## src/rtl/fqdr_pkg.sv

```systemverilog
// Sizes, mode codes and status codes of the identifier queue.
// No dependencies; used by the interfaces, the top level and the checker.
package fqdr_pkg;

  localparam int unsigned DEPTH    = 16;
  localparam int unsigned ID_BITS  = 16;
  localparam int unsigned PTR_W    = (DEPTH > 1) ? $clog2(DEPTH) : 1;
  localparam int unsigned CNT_W    = $clog2(DEPTH + 1);
  localparam int unsigned MODE_W   = 3;
  localparam int unsigned PID_W    = 16;
  localparam int unsigned STATUS_W = 4;
  localparam int unsigned ENTRY_W  = 16;

  localparam logic [MODE_W-1:0] MODE_ENQ        = 3'd0;
  localparam logic [MODE_W-1:0] MODE_DEQ        = 3'd1;
  localparam logic [MODE_W-1:0] MODE_LIST       = 3'd2;
  localparam logic [MODE_W-1:0] MODE_LIST_CLOSE = 3'd3;
  localparam logic [MODE_W-1:0] MODE_CLOSE      = 3'd4;

  localparam logic [STATUS_W-1:0] ST_ACCEPTED   = 4'd0;
  localparam logic [STATUS_W-1:0] ST_DUPLICATE  = 4'd1;
  localparam logic [STATUS_W-1:0] ST_FULL       = 4'd2;
  localparam logic [STATUS_W-1:0] ST_SERVED     = 4'd3;
  localparam logic [STATUS_W-1:0] ST_EMPTY      = 4'd4;
  localparam logic [STATUS_W-1:0] ST_LISTED     = 4'd5;
  localparam logic [STATUS_W-1:0] ST_CL_WAITING = 4'd6;
  localparam logic [STATUS_W-1:0] ST_CL_CLEAN   = 4'd7;
  localparam logic [STATUS_W-1:0] ST_REJ_CLOSED = 4'd8;
  localparam logic [STATUS_W-1:0] ST_IGNORED    = 4'd9;

endpackage

```

## src/rtl/fqdr_in_if.sv

```systemverilog
// Request channel of the identifier queue: valid/ready plus mode and id.
// Depends on fqdr_pkg for field widths.
interface fqdr_in_if;
  logic                             valid;
  logic                             ready;
  logic [fqdr_pkg::MODE_W-1:0]      mode;
  logic [fqdr_pkg::PID_W-1:0]       patient_id;

  modport source (output valid, output mode, output patient_id, input ready);
  modport sink   (input valid, input mode, input patient_id, output ready);
endinterface

```

## src/rtl/fqdr_out_if.sv

```systemverilog
// Result channel of the identifier queue: valid/ready plus status, id, last.
// Depends on fqdr_pkg for field widths.
interface fqdr_out_if;
  logic                             valid;
  logic                             ready;
  logic [fqdr_pkg::STATUS_W-1:0]    status;
  logic [fqdr_pkg::ENTRY_W-1:0]     entry_id;
  logic                             last;

  modport source (output valid, output status, output entry_id, output last, input ready);
  modport sink   (input valid, input status, input entry_id, input last, output ready);
endinterface

```

## src/rtl/fqdr_ram.sv

```systemverilog
// Generic single-write, single-read RAM with a registered read port.
// No dependencies.
module fqdr_ram #(
  parameter int unsigned WIDTH = 16,
  parameter int unsigned DEPTH = 16
) (
  input  logic                                     clk_i,
  input  logic                                     we_i,
  input  logic [((DEPTH > 1) ? $clog2(DEPTH) : 1)-1:0] waddr_i,
  input  logic [WIDTH-1:0]                         wdata_i,
  input  logic                                     re_i,
  input  logic [((DEPTH > 1) ? $clog2(DEPTH) : 1)-1:0] raddr_i,
  output logic [WIDTH-1:0]                         rdata_o
);

  logic [WIDTH-1:0] mem_q [DEPTH];
  logic [WIDTH-1:0] rdata_q;

  always_ff @(posedge clk_i) begin
    if (we_i) begin
      mem_q[waddr_i] <= wdata_i;
    end
    // hold the last read word while no read is issued
    if (re_i) begin
      rdata_q <= mem_q[raddr_i];
    end
  end

  assign rdata_o = rdata_q;

endmodule

```

## src/rtl/fifo_queue_with_duplicate_reject_top.sv

```systemverilog
// Identifier queue with duplicate reject: ring of entries in one RAM plus control.
// Depends on fqdr_pkg, fqdr_in_if, fqdr_out_if and fqdr_ram.
//
//   channel  dir  handshake     payload
//   in_i     in   valid/ready   mode, patient_id
//   out_o    out  valid/ready   status, entry_id, last
//
// One request at a time. Enqueue first walks the queue from the head for a
// duplicate and stops at a match; list walks every entry from the head. The
// single RAM read port is walked one entry per cycle, save where a stalled output
// holds the list walk in place. The next request is taken while the last result
// still sits in the output register. Reset is asynchronous, active low, and
// empties and opens the queue at once.
module fifo_queue_with_duplicate_reject_top (
  input  logic       clk_i,
  input  logic       rst_ni,
  fqdr_in_if.sink    in_i,
  fqdr_out_if.source out_o
);

  localparam logic [2:0] S_IDLE = 3'd0;
  localparam logic [2:0] S_RESP = 3'd1;
  localparam logic [2:0] S_SRCH = 3'd2;
  localparam logic [2:0] S_ENQ  = 3'd3;
  localparam logic [2:0] S_DEQ  = 3'd4;
  localparam logic [2:0] S_LIST = 3'd5;

  localparam int unsigned PW = fqdr_pkg::PTR_W;
  localparam int unsigned CW = fqdr_pkg::CNT_W;
  localparam int unsigned IW = fqdr_pkg::ID_BITS;
  localparam int unsigned SW = fqdr_pkg::STATUS_W;
  localparam int unsigned EW = fqdr_pkg::ENTRY_W;

  function automatic logic [PW-1:0] ring_next(input logic [PW-1:0] p);
    ring_next = (p == PW'(fqdr_pkg::DEPTH - 1)) ? '0 : p + 1'b1;
  endfunction

  logic [2:0]    state_q, state_d;
  logic [PW-1:0] head_q, head_d, tail_q, tail_d, ptr_q, ptr_d;
  logic [CW-1:0] count_q, count_d, rem_q, rem_d;
  logic          closed_q, closed_d;
  logic [IW-1:0] id_q, id_d;
  logic [SW-1:0] res_q, res_d;

  logic          ovalid_q, ovalid_d;
  logic [SW-1:0] ostatus_q;
  logic [EW-1:0] oentry_q;
  logic          olast_q;

  logic          emit;
  logic [SW-1:0] emit_status;
  logic [EW-1:0] emit_id;
  logic          emit_last;
  logic          slot_free;

  logic          ram_re, ram_we;
  logic [PW-1:0] ram_raddr;
  logic [IW-1:0] ram_rdata;

  fqdr_ram #(
    .WIDTH (IW),
    .DEPTH (fqdr_pkg::DEPTH)
  ) u_store (
    .clk_i   (clk_i),
    .we_i    (ram_we),
    .waddr_i (tail_q),
    .wdata_i (id_q),
    .re_i    (ram_re),
    .raddr_i (ram_raddr),
    .rdata_o (ram_rdata)
  );

  assign slot_free = !ovalid_q || out_o.ready;
  assign in_i.ready = (state_q == S_IDLE);

  always_comb begin
    state_d     = state_q;
    head_d      = head_q;
    tail_d      = tail_q;
    ptr_d       = ptr_q;
    count_d     = count_q;
    rem_d       = rem_q;
    closed_d    = closed_q;
    id_d        = id_q;
    res_d       = res_q;
    ram_re      = 1'b0;
    ram_raddr   = ptr_q;
    ram_we      = 1'b0;
    emit        = 1'b0;
    emit_status = res_q;
    emit_id     = '0;
    emit_last   = 1'b1;

    case (state_q)
      S_IDLE: begin
        if (in_i.valid) begin
          id_d = IW'(in_i.patient_id);
          if (in_i.mode > fqdr_pkg::MODE_CLOSE) begin
            res_d   = fqdr_pkg::ST_IGNORED;
            state_d = S_RESP;
          end else if (closed_q) begin
            res_d   = fqdr_pkg::ST_REJ_CLOSED;
            state_d = S_RESP;
          end else begin
            case (in_i.mode)
              fqdr_pkg::MODE_ENQ: begin
                if (count_q == '0) begin
                  state_d = S_ENQ;
                end else begin
                  // start the duplicate walk at the head
                  ram_re    = 1'b1;
                  ram_raddr = head_q;
                  ptr_d     = ring_next(head_q);
                  rem_d     = count_q;
                  state_d   = S_SRCH;
                end
              end
              fqdr_pkg::MODE_DEQ: begin
                if (count_q == '0) begin
                  res_d   = fqdr_pkg::ST_EMPTY;
                  state_d = S_RESP;
                end else begin
                  ram_re    = 1'b1;
                  ram_raddr = head_q;
                  state_d   = S_DEQ;
                end
              end
              fqdr_pkg::MODE_LIST, fqdr_pkg::MODE_LIST_CLOSE: begin
                if (in_i.mode == fqdr_pkg::MODE_LIST_CLOSE) begin
                  closed_d = 1'b1;
                end
                if (count_q == '0) begin
                  res_d   = fqdr_pkg::ST_EMPTY;
                  state_d = S_RESP;
                end else begin
                  ram_re    = 1'b1;
                  ram_raddr = head_q;
                  ptr_d     = ring_next(head_q);
                  rem_d     = count_q;
                  state_d   = S_LIST;
                end
              end
              fqdr_pkg::MODE_CLOSE: begin
                closed_d = 1'b1;
                res_d    = (count_q != '0) ? fqdr_pkg::ST_CL_WAITING
                                           : fqdr_pkg::ST_CL_CLEAN;
                state_d  = S_RESP;
              end
              default: begin
                res_d   = fqdr_pkg::ST_IGNORED;
                state_d = S_RESP;
              end
            endcase
          end
        end
      end

      S_SRCH: begin
        if (ram_rdata == id_q) begin
          res_d   = fqdr_pkg::ST_DUPLICATE;
          state_d = S_RESP;
        end else if (rem_q == CW'(1)) begin
          state_d = S_ENQ;
        end else begin
          ram_re = 1'b1;
          ptr_d  = ring_next(ptr_q);
          rem_d  = rem_q - 1'b1;
        end
      end

      S_ENQ: begin
        if (count_q == CW'(fqdr_pkg::DEPTH)) begin
          res_d = fqdr_pkg::ST_FULL;
        end else begin
          ram_we  = 1'b1;
          tail_d  = ring_next(tail_q);
          count_d = count_q + 1'b1;
          res_d   = fqdr_pkg::ST_ACCEPTED;
        end
        state_d = S_RESP;
      end

      S_DEQ: begin
        if (slot_free) begin
          emit        = 1'b1;
          emit_status = fqdr_pkg::ST_SERVED;
          emit_id     = EW'(ram_rdata);
          head_d      = ring_next(head_q);
          count_d     = count_q - 1'b1;
          state_d     = S_IDLE;
        end
      end

      S_LIST: begin
        if (slot_free) begin
          emit        = 1'b1;
          emit_status = fqdr_pkg::ST_LISTED;
          emit_id     = EW'(ram_rdata);
          emit_last   = (rem_q == CW'(1));
          if (rem_q == CW'(1)) begin
            state_d = S_IDLE;
          end else begin
            // fetch the next entry while this one leaves
            ram_re = 1'b1;
            ptr_d  = ring_next(ptr_q);
            rem_d  = rem_q - 1'b1;
          end
        end
      end

      S_RESP: begin
        if (slot_free) begin
          emit    = 1'b1;
          state_d = S_IDLE;
        end
      end

      default: begin
        state_d = S_IDLE;
      end
    endcase
  end

  always_comb begin
    if (emit) begin
      ovalid_d = 1'b1;
    end else if (out_o.ready) begin
      ovalid_d = 1'b0;
    end else begin
      ovalid_d = ovalid_q;
    end
  end

  always_ff @(posedge clk_i or negedge rst_ni) begin
    if (!rst_ni) begin
      state_q  <= S_IDLE;
      head_q   <= '0;
      tail_q   <= '0;
      count_q  <= '0;
      closed_q <= 1'b0;
      ovalid_q <= 1'b0;
    end else begin
      state_q  <= state_d;
      head_q   <= head_d;
      tail_q   <= tail_d;
      count_q  <= count_d;
      closed_q <= closed_d;
      ovalid_q <= ovalid_d;
    end
  end

  always_ff @(posedge clk_i) begin
    ptr_q <= ptr_d;
    rem_q <= rem_d;
    id_q  <= id_d;
    res_q <= res_d;
    if (emit) begin
      ostatus_q <= emit_status;
      oentry_q  <= emit_id;
      olast_q   <= emit_last;
    end
  end

  assign out_o.valid    = ovalid_q;
  assign out_o.status   = ostatus_q;
  assign out_o.entry_id = oentry_q;
  assign out_o.last     = olast_q;

endmodule

```

## src/flat_wrapper.sv

```systemverilog
// flat-port wrapper written by rule: the top's interface ports become plain ports
module fifo_queue_with_duplicate_reject_top_flat 
  (clk_i, rst_ni, in_i_valid, in_i_mode, in_i_patient_id, in_i_ready, out_o_valid, out_o_status, out_o_entry_id, out_o_last, out_o_ready);
  fqdr_in_if in_i_i ();
  fqdr_out_if out_o_i ();
  input  logic clk_i;
  input  logic rst_ni;
  input wire logic [$bits(in_i_i.valid)-1:0] in_i_valid;
  input wire logic [$bits(in_i_i.mode)-1:0] in_i_mode;
  input wire logic [$bits(in_i_i.patient_id)-1:0] in_i_patient_id;
  output wire logic [$bits(in_i_i.ready)-1:0] in_i_ready;
  output wire logic [$bits(out_o_i.valid)-1:0] out_o_valid;
  output wire logic [$bits(out_o_i.status)-1:0] out_o_status;
  output wire logic [$bits(out_o_i.entry_id)-1:0] out_o_entry_id;
  output wire logic [$bits(out_o_i.last)-1:0] out_o_last;
  input wire logic [$bits(out_o_i.ready)-1:0] out_o_ready;
  assign in_i_i.valid = in_i_valid;
  assign in_i_i.mode = in_i_mode;
  assign in_i_i.patient_id = in_i_patient_id;
  assign in_i_ready = in_i_i.ready;
  assign out_o_valid = out_o_i.valid;
  assign out_o_status = out_o_i.status;
  assign out_o_entry_id = out_o_i.entry_id;
  assign out_o_last = out_o_i.last;
  assign out_o_i.ready = out_o_ready;
  fifo_queue_with_duplicate_reject_top u_core (.clk_i(clk_i), .rst_ni(rst_ni), .in_i(in_i_i), .out_o(out_o_i));
endmodule
```

## config.mk

```make
export PLATFORM = sky130hd
export DESIGN_NAME = fifo_queue_with_duplicate_reject_top_flat
export DESIGN_NICKNAME = d
export VERILOG_FILES = /design/src/rtl/fqdr_pkg.sv /design/src/rtl/fqdr_in_if.sv /design/src/rtl/fqdr_out_if.sv /design/src/rtl/fqdr_ram.sv /design/src/rtl/fifo_queue_with_duplicate_reject_top.sv /design/src/flat_wrapper.sv
export SDC_FILE = /design/constraint.sdc
export NUM_CORES = 1
export LEC_CHECK = 0
export BUFFER_PORTS_ARGS = -buffer_cell sky130_fd_sc_hd__buf_2
export CORE_UTILIZATION = 66
export DETAILED_ROUTE_END_ITERATION = 10
export GPL_TIMING_DRIVEN = 0
export PLACE_DENSITY = 0.93
export SYNTH_ARGS = -nofsm -noshare
export SYNTH_HDL_FRONTEND = slang
export SYNTH_HIERARCHICAL = 1
export SYNTH_SLANG_ARGS = --single-unit
```

## constraint.sdc

```tcl
create_clock -name clk_i -period 9.7 [get_ports clk_i]
set_clock_uncertainty 0.2 [all_clocks]
set_input_delay 0.97 -clock clk_i [delete_from_list [all_inputs] [get_ports clk_i]]
set_output_delay 0.97 -clock clk_i [all_outputs]
set_load 0.1 [all_outputs]
```

==> impl_metrics.csv, run 1 <==
group,metric,value,unit
global_route,grt_pass1_wl,46.44,mm
clock_network,cts_tree,"yes",
layout,antennaDiodeCount,0,
drt,wl_per_cell,28.80,um
drt,num_vias,7529,
drt,drt-initial-drc-count,1002,
sta,setup_violations,0,
global_route,grt_pass1_vias,7672,
critical_path,crit_type,"reg -> reg",
clock_network,holdBufCountCts,0,
synthesis,synth_warnings,6,
layout,drive_above_1_share,24.60,%
synthesis,synth_common_cells,"edfxtp_1 (322), mux4_2 (54), nand2_1 (36)",
clock_network,clk_pin_slew,0.07,ns
sta,fmaxAchievable,206.4,MHz
critical_path,path_cells,"buf_2 > nor3_2 > and2_1 > nand2_1 > mux2_1 > buf_2 > buf_1 > mux4_1 > a22oi_1 > nand2_1",
sta,rsz0062_at_grt,"false",
layout,design_area,0.01530,mm^2
die,core-area,0.02017,mm^2
critical_path,slowest_delay,0.90,ns
placement,gp_congestion,0.8500,
drt,wl,31.19,mm
layout,nNetsFinal,820,
synthesis,ys_seq_area_share,74.80,%
clock_network,cts_made_buffers,31,
synthesis,synth-edff-count,322,
drt,first_pass_iters,5,
drt,drtAntennaViolNets,0,
global_route,grt.overflow.total,0,
clock_network,ctsLongestPathBuffers,3,
critical_path,reg2reg_depth,10,
outcome,status,"finished, final reports clean",
min_path,hold_class,"in -> async",
critical_path,crit_cells,10,
synthesis,yosysMostFrequentCell,"edfxtp_1",
placement,dp_slack,4.804,ns
sta,final.period_utilization,49.95,%
synthesis,yosysUniqueCellTypes,52,
sta,worst_slack,4.855,ns
global_route,antenna_found_initial,1,
synthesis,syn_avg_cell_area,19.24,um^2
die,fp-row-count,52,
drt,drcViolationCount,0,
sta,fin_setup_tns,0,ns
drt,viasPerCell,6.952,
critical_path,r2r_start,"u_core/state_q[2]",
synthesis,synth_top_area_share,71.47,%
placement,dp_hpwl,18.83,mm
clock_network,clock-sinks,340,
critical_path,critPathTopFamily,"simple AND/OR/NAND/NOR gates",
layout,fill_cells,1014,
clock_network,root_buffer,"clkbuf_16",
synthesis,ys_seq_elements,340,
placement,dpl_cell_area,0.01423,mm^2
clock_network,post_cts_buffers,0,
critical_path,end_kind,"flip-flop",
synthesis,yosys.area.top_type,"edfxtp_1",
sta,slew_violations,0,
synthesis,synthTopCellsByArea,"edfxtp_1 (71%), mux4_2 (9.0%), dfrtp_1 (3.3%), mux4_1 (1.9%), a22oi_1 (1.8%)",
critical_path,crit_buf_inv,3,
synthesis,postSynth.topFlopCell,"edfxtp_1",
critical_path,cp.arrival,4.95,ns
layout,area_growth,13.09,%
global_route,grt.total_usage,30.36,%
sta,hold_ws,0.1303,ns
power,p_per_area,259.4,mW/mm^2
job,drv_cap,0,
critical_path,crit_end,"u_core/u_store/rdata_o[3]",
synthesis,synth_async_sr_flop_share,5.294,%
die,io_pins,46,
sta,slew_headroom,26.86,%
critical_path,required,9.80,ns
power,finalPower,3.968,mW
clock_network,clock_latency,0.57,ns
die,fp.dieH,145.2,um
critical_path,crit_path_max_fanout,18,
die,fp.dieW,145.2,um
clock_network,post_cts_resized,0,
critical_path,critical_path.startpoint,"u_core/state_q[2]",
die,initial_utilization,67.08,%
sta,min_period,4.845,ns
global_route,grt_max_degree,19,
critical_path,cp_slowest_cell,"and2_1",
synthesis,netlist_instances,703,
sta,tightest_slew,1.096,ns
sta,hold_viol,0,
critical_path,r2r_slack,4.85,ns
critical_path,startpoint_type,"flip-flop",
die,die_area,0.02108,mm^2
clock_network,cts_max_level,1,
power,p_leak,5.095,nW
critical_path,r2r_end,"u_core/u_store/rdata_o[3]",
synthesis,netlist_area,0.01353,mm^2
power,ir_drop,162.1,uV
placement,io_buffers,44,
synthesis,synth_nets,735,
## metal layers
layer  track usage [%]  vias to the layer above  routed length [um]
met3             6.415                      114                3595
li1                  -                     3009                   -
met2             50.87                      661               15630
met1             39.56                     3745               10730
met5                 0                        -                   0
met4             11.74                        0                1236
## per-stage QoR
| stage | utilization (%) | std cells |
|---|---|---|
| global route | 75.86 | 1083 |
| finish | 75.86 | 1083 |
| detailed placement | 70.55 | 1025 |
| global placement | 69.84 | 1017 |
| floorplan | - | 703 |
| CTS | 75.82 | 1083 |
## flip-flops by register name, summed over array words and instances, names as in the netlist, 3 cells and up
signal / count
u_core/u_store/mem_q: 256
u_core/id_q: 16
u_core/out_o.entry_id: 16
u_core/u_store/rdata_o: 16
u_core/count_q: 5
u_core/rem_q: 5
u_core/head_q: 4
u_core/out_o.status: 4
u_core/ptr_q: 4
u_core/res_q: 4
u_core/tail_q: 4
u_core/state_q: 3
## layout make-up
cell class                 instances  area (um^2)  share of cell area, %
sequential                       340        10120                  66.14
multi-input combinational        327         3274                  21.40
clock buffer                      36        794.5                  5.193
tap                              270        337.8                  2.208
timing repair buffer              52        310.3                  2.028
clock inverter                    22        267.8                  1.750
buffer                            31        176.4                  1.153
inverter                           5        18.77                 0.1227
## how the worst min path moves through the flow
stage | endpoint | cells past startpoint | slack [ns] | start
after detailed placement | u_core/out_o.status[0] | 1 | 0.31 | u_core/res_q[0]
after floorplan | u_core/out_o.status[0] | 1 | 0.28 | u_core/res_q[0]
after CTS | u_core/tail_q[2] | 1 | 0.13 | rst_ni
final | u_core/count_q[3] | 1 | 0.13 | rst_ni
after global routing | u_core/head_q[3] | 1 | 0.16 | rst_ni
after global placement | u_core/out_o.status[0] | 1 | 0.29 | u_core/res_q[0]
## logic make-up (layout without fill, tap and decap cells)
| family | after synthesis | count (layout) | synth area share (%) |
|---|---|---|---|
| muxes | 76 | 76 | 11.92 |
| DFF | 340 | 340 | 74.80 |
| xor gates and xnor gates | 28 | 28 | 1.813 |
| and+or+nand+nor | 133 | 133 | 5.040 |
| AOI/OAI and AO/OA | 81 | 81 | 4.097 |
| adders and majority gates | 9 | 9 | 0.8879 |
| buffers and inverters | 36 | 146 | 1.443 |
## layout by cell type, fill, tap and decap left out, types with 7 or more instances in the layout
master       n
and2_1      19
mux2_1       8
edfxtp_1   322
clkbuf_16   31
ha_1         8
a22oi_1     32
nor2_2      12
buf_2       50
xnor2_1      9
nor4_1       7
clkbuf_1    17
nor2_1      18
a21oi_1     17
buf_6       13
dfrtp_1     18
nand2_1     36
mux4_2      54
clkinv_1     8
nor3_2       8
xor2_1      19
o21ai_0     10
mux4_1      10
## worst register-to-register path, stage by stage, from the launching register on
cell     delay, ns
dfrtp_1       0.36
buf_2         0.18
nor3_2        0.34
and2_1        0.90
nand2_1       0.45
mux2_1        0.33
buf_2         0.25
buf_1         0.61
mux4_1        0.44
a22oi_1       0.38
nand2_1       0.14
## power by group
part,internal (mW),total (mW),switching (mW),leakage [nW]
Combinational,0.205,0.770,0.565,1.44
Clock,0.746,1.27,0.525,0.519
Sequential,1.79,1.93,0.138,3.13
Note: power is estimated with default switching activity, not from simulation.
==> run 2: changes to the inputs <==
Settings changed: CORE_UTILIZATION 66 to 61, PLACE_DENSITY 0.93 to 0.88.
Clock period 9.7 ns to 5 ns, I/O delays scaled along.
==> run 2 against run 1 <==
Net effect:
- sequential power up 94%
- combinational power is 92% higher
- global-route usage down 2.7 points
- non-clock buffer count up 22
==> impl_metrics.csv, run 2 (synthesis results as in run 1) <==
group,metric,value,unit
sta,rsz0062_at_grt,"false",
critical_path,end_kind,"flip-flop",
sta,final.period_utilization,87.37,%
sta,min_period,4.368,ns
power,p_clk_share,32.2,%
global_route,grt_pass1_wl,44.51,mm
layout,final_cell_mix,"edfxtp_1 (322), mux4_2 (54), buf_2 (50)",
drt,first_pass_iters,5,
layout,drive_above_1_share,25.33,%
drt,wl_per_cell,26.40,um
power,finalPower,7.700,mW
critical_path,cp.arrival,4.42,ns
power,seqPwrFrac,48.6,%
critical_path,startpoint_type,"flip-flop",
die,fp.dieW,150.9,um
power,p_sw,2.401,mW
critical_path,crit_type,"reg -> reg",
critical_path,r2r_slack,0.63,ns
drt,drcViolationCount,0,
clock_network,root_buffer,"clkbuf_16",
min_path,min_path_cells,4,
global_route,grt_max_degree,19,
placement,io_buffers,44,
layout,area_growth,15.25,%
placement,gp_congestion,0.9301,
sta,fin_setup_tns,0,ns
critical_path,required,5.05,ns
power,internal_power,5.299,mW
min_path,hold_class,"in -> reg",
die,core-area,0.02176,mm^2
global_route,antenna_found_initial,0,
sta,hold_viol,0,
die,fp-row-count,54,
layout,antennaDiodeCount,0,
clock_network,clock_latency,0.52,ns
sta,tightest_slew,1.057,ns
global_route,grt_pass1_vias,7322,
power,p_per_area,493.8,mW/mm^2
die,initial_utilization,62.19,%
global_route,grt.total_usage,27.64,%
sta,slew_violations,0,
sta,hold_ws,0.2127,ns
drt,wl,29.49,mm
drt,num_vias,7352,
clock_network,clock-sinks,340,
outcome,status,"finished, final reports clean",
critical_path,crit_path_max_fanout,18,
drt,drt-initial-drc-count,856,
job,drv_cap,0,
critical_path,r2r_end,"u_core/u_store/rdata_o[2]",
placement,dp_slack,0.2589,ns
placement,dp_hpwl,17.75,mm
die,fp.dieH,150.9,um
critical_path,reg2reg_depth,10,
die,die_area,0.02278,mm^2
layout,largest_reg_flops,256,
sta,slew_headroom,29.44,%
min_path,min_from,"in_i_mode[0]",
layout,final_common_cell,"edfxtp_1",
drt,drtAntennaViolNets,0,
power,ir_drop,326.5,uV
layout,top_register,"u_core/u_store/mem_q",
sta,setup_violations,0,
clock_network,cts_tree,"yes",
sta,fmaxAchievable,228.9,MHz
drt,viasPerCell,6.582,
global_route,grt.overflow.total,0,
clock_network,cts_max_level,2,
clock_network,ctsLongestPathBuffers,3,
clock_network,cts_made_buffers,34,
min_path,min_to,"u_core/state_q[1]",
die,io_pins,46,
clock_network,clk_pin_slew,0.06,ns
critical_path,r2r_start,"u_core/state_q[2]",
power,p_sw_share,31.18,%
layout,nNetsFinal,845,
power,p_leak,5.219,nW
power,power_frac_comb,19.3,%
sta,worst_slack,0.6317,ns
[run 2: cell count changes in the layout (fill, tap and decap cells not counted), moves of 2 or more]
cell and delta:
buf_6 -4, buf_8 +8, bufinv_16 -4, clkbuf_16 +4, clkbuf_8 +2, clkinv_1 -3
clkinv_8 +2, dlygate4sd3_1 +17
[run 2: final cells by class]
cell class,count,area (um^2)
fill,1183,6163
timing repair buffer,74,563.0
buffer,31,176.4
tap,280,350.3
clock inverter,19,170.2
multi-input combinational,327,3276
inverter,5,18.77
clock buffer,41,918.4
sequential,340,10120
[run 2: worst max-delay path, stage by stage, from the launching register on]
cell and delay (ns):
dfrtp_1 0.36, buf_2 0.19, nor3_2 0.35, and2_2 0.63, nand2_1 0.35, mux2_1 0.30
buf_2 0.24, clkbuf_1 0.54, mux4_2 0.43, a22oi_1 0.38, nand2_1 0.12
[run 2: timing repair]
action	in CTS	in global routing
hold buffers	17	0
setup endpoints to repair	0	10
gates resized for setup	0	1
endpoints found under the hold margin	34	0
setup buffers	0	0
[run 2: worst max-delay path by stage]
stage	start	endpoint	slack, ns	cells past startpoint
floorplan	u_core/state_q[2]	u_core/u_store/rdata_o[11]	0.47	10
global placement	u_core/state_q[2]	u_core/u_store/rdata_o[9]	0.41	10
detailed placement	u_core/state_q[2]	u_core/u_store/rdata_o[2]	0.26	10
CTS	u_core/state_q[2]	u_core/u_store/rdata_o[2]	0.18	10
global route	u_core/state_q[2]	u_core/u_store/rdata_o[2]	0.46	10
finish	u_core/state_q[2]	u_core/u_store/rdata_o[2]	0.63	10
[run 2: per-stage QoR]
step,util [%],instance area [um^2],std cells
floorplan,-,13530,703
global placement,64.81,14100,1027
detailed placement,65.86,14330,1040
CTS,71.64,15590,1117
global route,71.67,15590,1117
finish,71.67,15590,1117
[run 2: power by group through the flow]
stage / Sequential [mW] / Combinational, mW / Clock (mW)
2_1_floorplan: 4.19 / 0.633 / 0
5_1_grt: 3.77 / 1.57 / 2.61
3_5_place_dp: 3.79 / 1.44 / 0
4_1_cts: 3.74 / 1.48 / 2.51
3_3_place_gp: 3.75 / 1.36 / 0
6_report: 3.74 / 1.48 / 2.48
[run 2: routing by layer]
layer	GRT usage, %	vias to the layer above	share of wire (%)
met5	0	-	0
met4	11.65	0	3.4
met1	37.42	3699	37
met3	5.843	87	9.9
met2	44.13	504	49
li1	-	3062	-
==> run 3: changes to the inputs <==
Settings changed: CELL_PAD_IN_SITES_DETAIL_PLACEMENT from default to 0, CELL_PAD_IN_SITES_GLOBAL_PLACEMENT from default to 2, CORE_UTILIZATION 61 to 48.
==> run 3 against run 2 <==
Net effect:
- die area up 27%
- clock power up 3%
- worst setup slack better by 0.13 ns
- critical endpoint is now u_core/u_store/rdata_o[13]
- sequential share of layout area down 0.63 points
- non-clock buffer count down 1
- global-route usage down 8.5 points
- power about the same
- sequential power about the same
==> impl_metrics.csv, run 3 (synthesis results as in run 1) <==
group,metric,value,unit
outcome,status,"finished, final reports clean",
placement,dp_hpwl,17.78,mm
critical_path,required,5.06,ns
clock_network,cts_made_buffers,35,
global_route,grt_pass1_wl,40.41,mm
drt,drcViolationCount,0,
drt,wl,26.47,mm
clock_network,root_buffer,"clkbuf_16",
layout,fill_cells,2067,
sta,fmaxAchievable,235.9,MHz
layout,ff_latch_area,0.01012,mm^2
drt,first_pass_iters,5,
placement,io_buffers,44,
layout,drive_above_1_share,24.79,%
job,drv_cap,0,
global_route,grt.total_usage,19.12,%
power,p_per_area,489.1,mW/mm^2
layout,multi_input_comb_area,0.003271,mm^2
critical_path,crit_path_max_fanout,18,
sta,slew_headroom,15.59,%
layout,top_register,"u_core/u_store/mem_q",
clock_network,clock_latency,0.52,ns
power,p_leak,5.233,nW
layout,finalNonFillerCells,1217,
critical_path,end_kind,"flip-flop",
sta,slew_violations,0,
clock_network,post_cts_buffers,0,
min_path,hold_class,"in -> reg",
layout,largest_reg_flops,256,
critical_path,crit_type,"reg -> reg",
placement,place_inst,1137,
sta,tightest_slew,1.257,ns
sta,min_period,4.238,ns
critical_path,cp.arrival,4.30,ns
global_route,antenna_found_initial,0,
clock_network,ctsLongestPathBuffers,3,
die,fp-row-count,61,
placement,gp_congestion,0.8314,
global_route,grt_pass1_vias,6994,
power,ir_drop,253.0,uV
clock_network,clock-sinks,340,
sta,final.period_utilization,84.76,%
die,core-area,0.02778,mm^2
drt,drt-initial-drc-count,631,
sta,hold_viol,0,
layout,antennaDiodeCount,0,
sta,rsz0062_at_grt,"false",
sta,fin_setup_tns,0,ns
layout,final_common_cell,"edfxtp_1",
layout,final_cell_mix,"edfxtp_1 (322), mux4_2 (54), buf_2 (50)",
global_route,grt_max_degree,19,
sta,setup_violations,0,
drt,drtAntennaViolNets,0,
global_route,grt.overflow.total,0,
clock_network,clk_pin_slew,0.06,ns
layout,nNetsFinal,845,
clock_network,cts_tree,"yes",
die,io_pins,46,
layout,postLayoutCoreUtil,56.67,%
clock_network,cts_max_level,2,
die,fp.dieH,169.9,um
die,initial_utilization,48.70,%
die,fp.dieW,169.9,um
drt,wl_per_cell,21.75,um
placement,dp_slack,0.2931,ns
die,die_area,0.02886,mm^2
drt,viasPerCell,5.634,
layout,area_growth,16.38,%
critical_path,startpoint_type,"flip-flop",
sta,worst_slack,0.7618,ns
drt,num_vias,6856,
==> run 3: changes by cell type in the layout (fill, tap and decap cells not counted), sizes merged <==
cell,previous run,this run
clkinvlp,2,1
bufinv,2,4
clkinv,15,14
buf,76,75
inv,5,8
==> run 3: final timing paths <==
| check | startpoint | to | slack (ns) | depth (start not counted) |
|---|---|---|---|---|
| min | in_i_mode[0] | u_core/state_q[1] | 0.19 | 4 |
| min in group asynchronous | rst_ni | u_core/head_q[2] | 0.28 | 2 |
| max | u_core/state_q[2] | u_core/u_store/rdata_o[13] | 0.76 | 10 |
| max in group asynchronous | rst_ni | u_core/head_q[1] | 4.01 | 2 |
| max reg2reg | u_core/state_q[2] | u_core/u_store/rdata_o[13] | 0.76 | 10 |
| min reg2reg | u_core/res_q[0] | u_core/out_o.status[0] | 0.32 | 1 |
==> run 3: metrics by stage <==
step	total power, mW	hold slack [ns]	instance area [um^2]
3_3_place_gp	5.137	0.2598	14220
4_1_cts	7.772	0.1658	15740
5_1_grt	7.998	0.2116	15750
2_1_floorplan	4.825	0.004409	13530
6_report	7.701	0.1851	15750
3_5_place_dp	5.214	0.2864	14450
==> run 3: what timing repair did <==
item                                   in CTS  in global routing
setup endpoints to repair                   0                  2
resized for setup                           0                  1
endpoints found under the hold margin      34                  0
hold buffers                               17                  0
==> run 3: power by group <==
part	leakage [nW]	internal, mW	switching [mW]
clock network	0.550	1.50	1.04
registers	3.13	3.47	0.248
logic	1.55	0.400	1.04
total	5.23	5.38	2.33
==> run 3: critical path, cell delays in order (launching register included) <==
cell and delay [ns]:
dfrtp_1 0.35, buf_2 0.18, nor3_2 0.36, and2_2 0.58
nand2_1 0.32, mux2_1 0.29, buf_2 0.24, clkbuf_1 0.65
mux4_2 0.41, a22oi_1 0.31, nand2_1 0.09
==> run 3: cell type report <==
| cell class | instances | share of cell area [%] |
|---|---|---|
| sequential | 340 | 64.27 |
| multi-input combinational | 327 | 20.77 |
| inverter | 5 | 0.1192 |
| timing repair buffer | 73 | 3.576 |
| clock buffer | 41 | 5.706 |
| clock inverter | 22 | 1.430 |
| buffer | 31 | 1.120 |
| tap | 378 | 3.004 |
==> run 3: layer usage <==
metal	vias up	track usage, %	wire length, um
met1	3525	26.39	11440
li1	3064	-	-
met2	234	31.40	12990
met4	0	4.935	407
met3	33	3.698	1631
met5	-	0	0
